### src/rtl/core/tme_pkg.sv
`timescale 1ns / 1ps
package tme_pkg;

  localparam int unsigned CoordW = 32;
  localparam int unsigned StampW = 48;
  localparam int unsigned Q16W = 17;
  localparam int unsigned CfgAddrW = 3;
  localparam int unsigned CfgDataW = 32;
  localparam int unsigned NumLanes = 3;
  localparam logic [Q16W-1:0] OneQ16 = 17'd65536;
  localparam logic [19:0] UsPerS = 20'd1000000;

  localparam logic [Q16W-1:0] AlphaReset = 17'd26214;
  localparam logic [31:0] MaxGapReset = 32'd500000;
  localparam logic [31:0] TimeoutReset = 32'd500;

  typedef enum logic [1:0] {
    KIND_POINT = 2'd0,
    KIND_SCORE = 2'd1,
    KIND_TICK  = 2'd2,
    KIND_NONE  = 2'd3
  } kind_t;

  typedef enum logic [2:0] {
    CFG_ENABLE  = 3'd0,
    CFG_ALPHA   = 3'd1,
    CFG_MAX_GAP = 3'd2,
    CFG_TIMEOUT = 3'd3,
    CFG_DEF_CONF = 3'd4
  } cfg_idx_t;

  typedef enum logic [2:0] {
    ST_IDLE,
    ST_VEL_DIV,
    ST_VEL_EMA,
    ST_ACC_DIV,
    ST_ACC_EMA,
    ST_DONE
  } est_state_t;

  // Command from the sequencer to every lane.
  typedef struct packed {
    logic start;
    logic acc_phase;
    logic ema;
  } lane_cmd_t;

  typedef struct packed {
    logic busy;
  } lane_stat_t;

  function automatic logic [Q16W-1:0] cap_q16(input logic [Q16W-1:0] v);
    cap_q16 = (v > OneQ16) ? OneQ16 : v;
  endfunction

  function automatic logic signed [CoordW-1:0] sat32(input logic signed [63:0] v);
    if (v > 64'sd2147483647) sat32 = 32'sh7fffffff;
    else if (v < -64'sd2147483648) sat32 = 32'sh80000000;
    else sat32 = v[CoordW-1:0];
  endfunction

endpackage

### src/rtl/core/tme_lane.sv
`timescale 1ns / 1ps
// One axis: signed difference scaled by 1e6, divided by the gap one quotient bit per
// cycle (restoring), saturated, then blended with the previous estimate.
module tme_lane (
  input  logic                      clk,
  input  logic                      rst_n,
  input  tme_pkg::lane_cmd_t        cmd,
  input  logic signed [31:0]        cur_val,
  input  logic signed [31:0]        prev_val,
  input  logic signed [31:0]        prev_est,
  input  logic [31:0]               gap,
  input  logic [16:0]               alpha,
  output tme_pkg::lane_stat_t       stat,
  output logic signed [31:0]        est_out
);
  localparam int unsigned NumW = 53;
  localparam int unsigned CntW = 6;

  logic [NumW-1:0] num_r, num_nxt;
  logic [32:0] rem_r, rem_nxt;
  logic        neg_r, neg_nxt;
  logic [CntW-1:0] cnt_r, cnt_nxt;
  logic        busy_r, busy_nxt;
  logic signed [31:0] raw_r, raw_nxt;
  logic signed [31:0] est_r, est_nxt;

  logic signed [32:0] diff;
  logic [32:0] mag;
  logic [52:0] prod;
  logic [33:0] trial;
  logic [33:0] shifted;
  logic signed [63:0] qs;
  logic signed [50:0] blend;
  logic signed [50:0] blend_adj;

  always_comb begin
    diff = 33'(signed'(cur_val)) - 33'(signed'(prev_val));
    mag = diff[32] ? 33'(-diff) : diff;
    prod = 53'(mag) * 53'(tme_pkg::UsPerS);
    shifted = {rem_r, num_r[NumW-1]};
    trial = shifted - {2'b0, gap};
    qs = neg_r ? -64'(num_r) : 64'(num_r);
    blend = 51'(signed'({1'b0, alpha})) * 51'(raw_r)
          + 51'(signed'({1'b0, tme_pkg::OneQ16 - alpha})) * 51'(prev_est);
    blend_adj = blend + ((blend < 0) ? 51'sd65535 : 51'sd0);

    num_nxt = num_r;
    rem_nxt = rem_r;
    neg_nxt = neg_r;
    cnt_nxt = cnt_r;
    busy_nxt = busy_r;
    raw_nxt = raw_r;
    est_nxt = est_r;
    if (cmd.start) begin
      num_nxt = prod;
      rem_nxt = '0;
      neg_nxt = diff[32];
      cnt_nxt = CntW'(NumW);
      busy_nxt = 1'b1;
    end else if (busy_r) begin
      if (!trial[33]) begin
        rem_nxt = trial[32:0];
        num_nxt = {num_r[NumW-2:0], 1'b1};
      end else begin
        rem_nxt = shifted[32:0];
        num_nxt = {num_r[NumW-2:0], 1'b0};
      end
      cnt_nxt = cnt_r - 1'b1;
      if (cnt_r == CntW'(1)) busy_nxt = 1'b0;
      if (cnt_r == CntW'(0)) begin
        busy_nxt = 1'b0;
      end
    end else if (cmd.ema) begin
      est_nxt = blend_adj[47:16];
    end
    if (!busy_r && !cmd.start && !cmd.ema && cnt_r == CntW'(0)) begin
      raw_nxt = raw_r;
    end
    if (busy_r && cnt_r == CntW'(1)) begin
      raw_nxt = raw_r;
    end
    if (!busy_r && !cmd.start && !cmd.ema) begin
      raw_nxt = tme_pkg::sat32(qs);
    end
  end

  always_ff @(posedge clk) begin
    if (!rst_n) begin
      busy_r <= 1'b0;
      cnt_r <= '0;
    end else begin
      busy_r <= busy_nxt;
      cnt_r <= cnt_nxt;
    end
    num_r <= num_nxt;
    rem_r <= rem_nxt;
    neg_r <= neg_nxt;
    raw_r <= raw_nxt;
    est_r <= est_nxt;
  end

  assign stat.busy = busy_r;
  assign est_out = est_r;
endmodule

### config.mk
export PLATFORM = sky130hd
export DESIGN_NAME = tme_lane
export DESIGN_NICKNAME = d
export VERILOG_FILES = /design/src/rtl/core/tme_pkg.sv /design/src/rtl/core/tme_lane.sv
export SDC_FILE = /design/constraint.sdc
export NUM_CORES = 2
export LEC_CHECK = 0
export BUFFER_PORTS_ARGS = -buffer_cell sky130_fd_sc_hd__buf_2
export CORE_UTILIZATION = 67
export DETAILED_ROUTE_END_ITERATION = 6
export PLACE_DENSITY_LB_ADDON = 0.05
export SYNTH_ARGS = -nofsm -noshare
export SYNTH_HDL_FRONTEND = slang
export SYNTH_SLANG_ARGS = --single-unit
### constraint.sdc
create_clock -name clk -period 15.6 [get_ports clk]
set_input_delay 3.9 -clock clk [delete_from_list [all_inputs] [get_ports clk]]
set_output_delay 3.9 -clock clk [all_outputs]
set_load 0.02 [all_outputs]
==> flow_summary.ini <==
[global_routing]
met3_usage_pct = 4.89
grt_max_degree = 82
use_met1_pct = 47.0
grt_util_all_layers_pct = 33.7
met2_usage_pct = 55.6
grt.busiest_layer = met2
first_global_vias = 45700
antenna_found_initial = 4
grt-ovfl-total = 0
grt_first_pass_wirelength_mm = 237

[clocking]
clock_latency_ps = 460
htree_num_levels = 4
cts_tree = done
cts_inserted_buffers = 17
clk_pin_slew_ps = 70
cts-root-buf = clkbuf_16
cts_max_path_buffers = 2
clock_sinks = 158
cts_hold_buf = 0

[place]
port_buffers = 181
place.gp.congestion = 0.911
dp_hpwl_mm = 121

[worst_setup_path]
critical-path-max-stage-delay_ps = 590
path_buf_inv = 7
critPathArrivalTime_ps = 15180
crit_top_cell = fa_1
critical-path-slowest-cell = a2111oi_0
required_ps = 15780
cp-start-kind = primary input
critPathCaptureType = flop
worst-path-max-fanout = 13
crit_type = in2reg
crit_family = adder cells

[floorplanning]
placementRows = 107
fp.dieH_um = 297
dieWidth_um = 297
dieArea_mm2 = 0.0881
io_pins = 183
core_area_mm2 = 0.0857
initial_core_util_pct = 68.0

[timing]
skew_ps = 14.1
rsz0062_at_grt = false
fmax_mhz = 66.7
period_needed_ps = 14990
hold_viol = 0
setup-tns-final_ps = 0
tightest_slew_ps = 1250
setup_viol = 0
slew_violations = 0
post-route-period-util_pct = 96.1
relSlewSlack_pct = 16.5

[synth]
yosysWarnings = 0
syn_inst = 6480
synth.avg_cell_area_um2 = 8.99
ys_seq_area_share_pct = 7.36
synth_nets = 8344
synth_area_mm2 = 0.0582
yosys_most_used_dff = edfxtp_1
synth-edff-count = 112
yosysUniqueCellTypes = 95
ys_ff_latch = 158
async_reset_ff_share_pct = 0

[routing]
wl_per_cell_um = 18.3
drc = 0
wirelength_mm = 141
vias = 43200
first_pass_iters = 5
via_per_inst = 5.64
drtAntennaViolNets = 0
drt_iter0_markers = 2899

[worst_hold_path]
hp-class = reg2reg

[cells_and_area]
drive_gt1_share_pct = 6.00
area_growth_pct = 4.73
final_nets = 8372

[run_status]
status = completed

[run]
drv_cap = 0
[placed cells by master, fill, tap and decap left out, types with 21 or more instances in the layout]
| cell | synthesis | final |
|---|---|---|
| inv_1 | 1533 | 1532 |
| fa_1 | 1281 | 1281 |
| nand2_1 | 897 | 897 |
| ha_1 | 433 | 433 |
| and2_1 | 395 | 394 |
| buf_2 | 8 | 181 |
| nor2_1 | 167 | 166 |
| xnor2_1 | 170 | 158 |
| o21ai_0 | 150 | 150 |
| a21oi_1 | 148 | 147 |
| edfxtp_1 | 112 | 112 |
| xor2_1 | 114 | 109 |
| buf_4 | 2 | 89 |
| a21o_1 | 84 | 84 |
| nand3_1 | 73 | 73 |
| nor2b_1 | 50 | 49 |
| nor3_1 | 47 | 47 |
| dfxtp_1 | 46 | 45 |
| or3_1 | 31 | 31 |
| o21a_1 | 31 | 31 |
| nand2b_1 | 28 | 28 |
| o31ai_1 | 25 | 25 |
| and3_1 | 23 | 23 |
| nand4_1 | 22 | 22 |
| nor4_1 | 22 | 21 |
[worst paths after layout]
path | startpoint | end | slack [ps] | depth (start not counted)
max | alpha[3] | est_out[6]$_DFFE_PP_ | 610 | 37
min | rem_r[2]$_SDFFE_PP0P_ | rem_r[2]$_SDFFE_PP0P_ | 490 | 2
max reg2reg | raw_r[31]$_SDFFCE_PN0P_ | est_out[6]$_DFFE_PP_ | 4910 | 32
min reg2reg | rem_r[2]$_SDFFE_PP0P_ | rem_r[2]$_SDFFE_PP0P_ | 490 | 2
[flip-flops by register name (all words and copies together), names as in the netlist]
name,count
num_r,53
stat,1
neg_r,1
raw_r,32
rem_r,33
est_out,32
cnt_r,6
[cell families (layout without fill, tap and decap cells)]
logic type,Yosys count,after routing,synth area share (%)
compound gates,685,685,7.94
xor+xnor,284,284,4.27
fa+ha+maj,1714,1714,53.3
buf+inv,1795,1836,11.7
flops,158,158,7.36
mux,13,13,0.228
other cells,0,1,0
simple gates,1831,1831,15.2
[through the flow]
stage                     setup WS, ps  hold slack (ps)  cell area (um2)  cells  util [%]
after floorplan                   1730              451            58200   6480         -
after global placement             206              477            60400   7632      70.5
after detailed placement           166              483            60400   7632      70.5
after CTS                          552              494            61000   7664      71.1
after global routing               148              531            61000   7665      71.2
final                              607              488            61000   7666      71.2
[cell type report]
class	instances	area, um2
repair buffers	271	1590
clock inverters	12	130
clock buffers	20	458
multi-input cells	4527	47300
well taps	1144	1430
fillers	6879	24700
diodes	1	2.50
flip-flops and latches	158	4290
inverters	1533	5750
[Yosys cell counts, types with 23 or more instances]
library cell / count / area share, %
inv_1: 1533 / 9.9
clkbuf_1: 236 / 1.5
and2_1: 395 / 4.2
and3_1: 23 / 0.25
a21oi_1: 148 / 1.3
nor3_1: 47 / 0.40
ha_1: 433 / 9.3
fa_1: 1281 / 44
nand2b_1: 28 / 0.30
o21a_1: 31 / 0.40
dfxtp_1: 46 / 1.6
o21ai_0: 150 / 1.3
nand3_1: 73 / 0.63
xnor2_1: 170 / 2.6
or3_1: 31 / 0.33
nand2_1: 897 / 5.8
nor2_1: 167 / 1.1
a21o_1: 84 / 1.1
xor2_1: 114 / 1.7
edfxtp_1: 112 / 5.8
o31ai_1: 25 / 0.32
nor2b_1: 50 / 0.54
[worst min-delay path, stage by stage, from the launching register on]
cell     delay, ps
dfxtp_1        320
nand2_1         50
o21ai_0         60
[timing repair]
item | 4_1_cts | 5_1_grt
setup endpoints to repair | 0 | 14
setup buffers | 0 | 1
resized for setup | 0 | 1
[per-layer routing]
layer	share of wire (%)	vias to the layer above
li1	-	19700
met1	42	21800
met2	48	1445
met3	7.0	227
met4	3.1	2
met5	0.0092	-
Power is left out: the tool's default activity adds up to more than one toggle a clock period on the data nets, which glitch-free logic cannot reach.
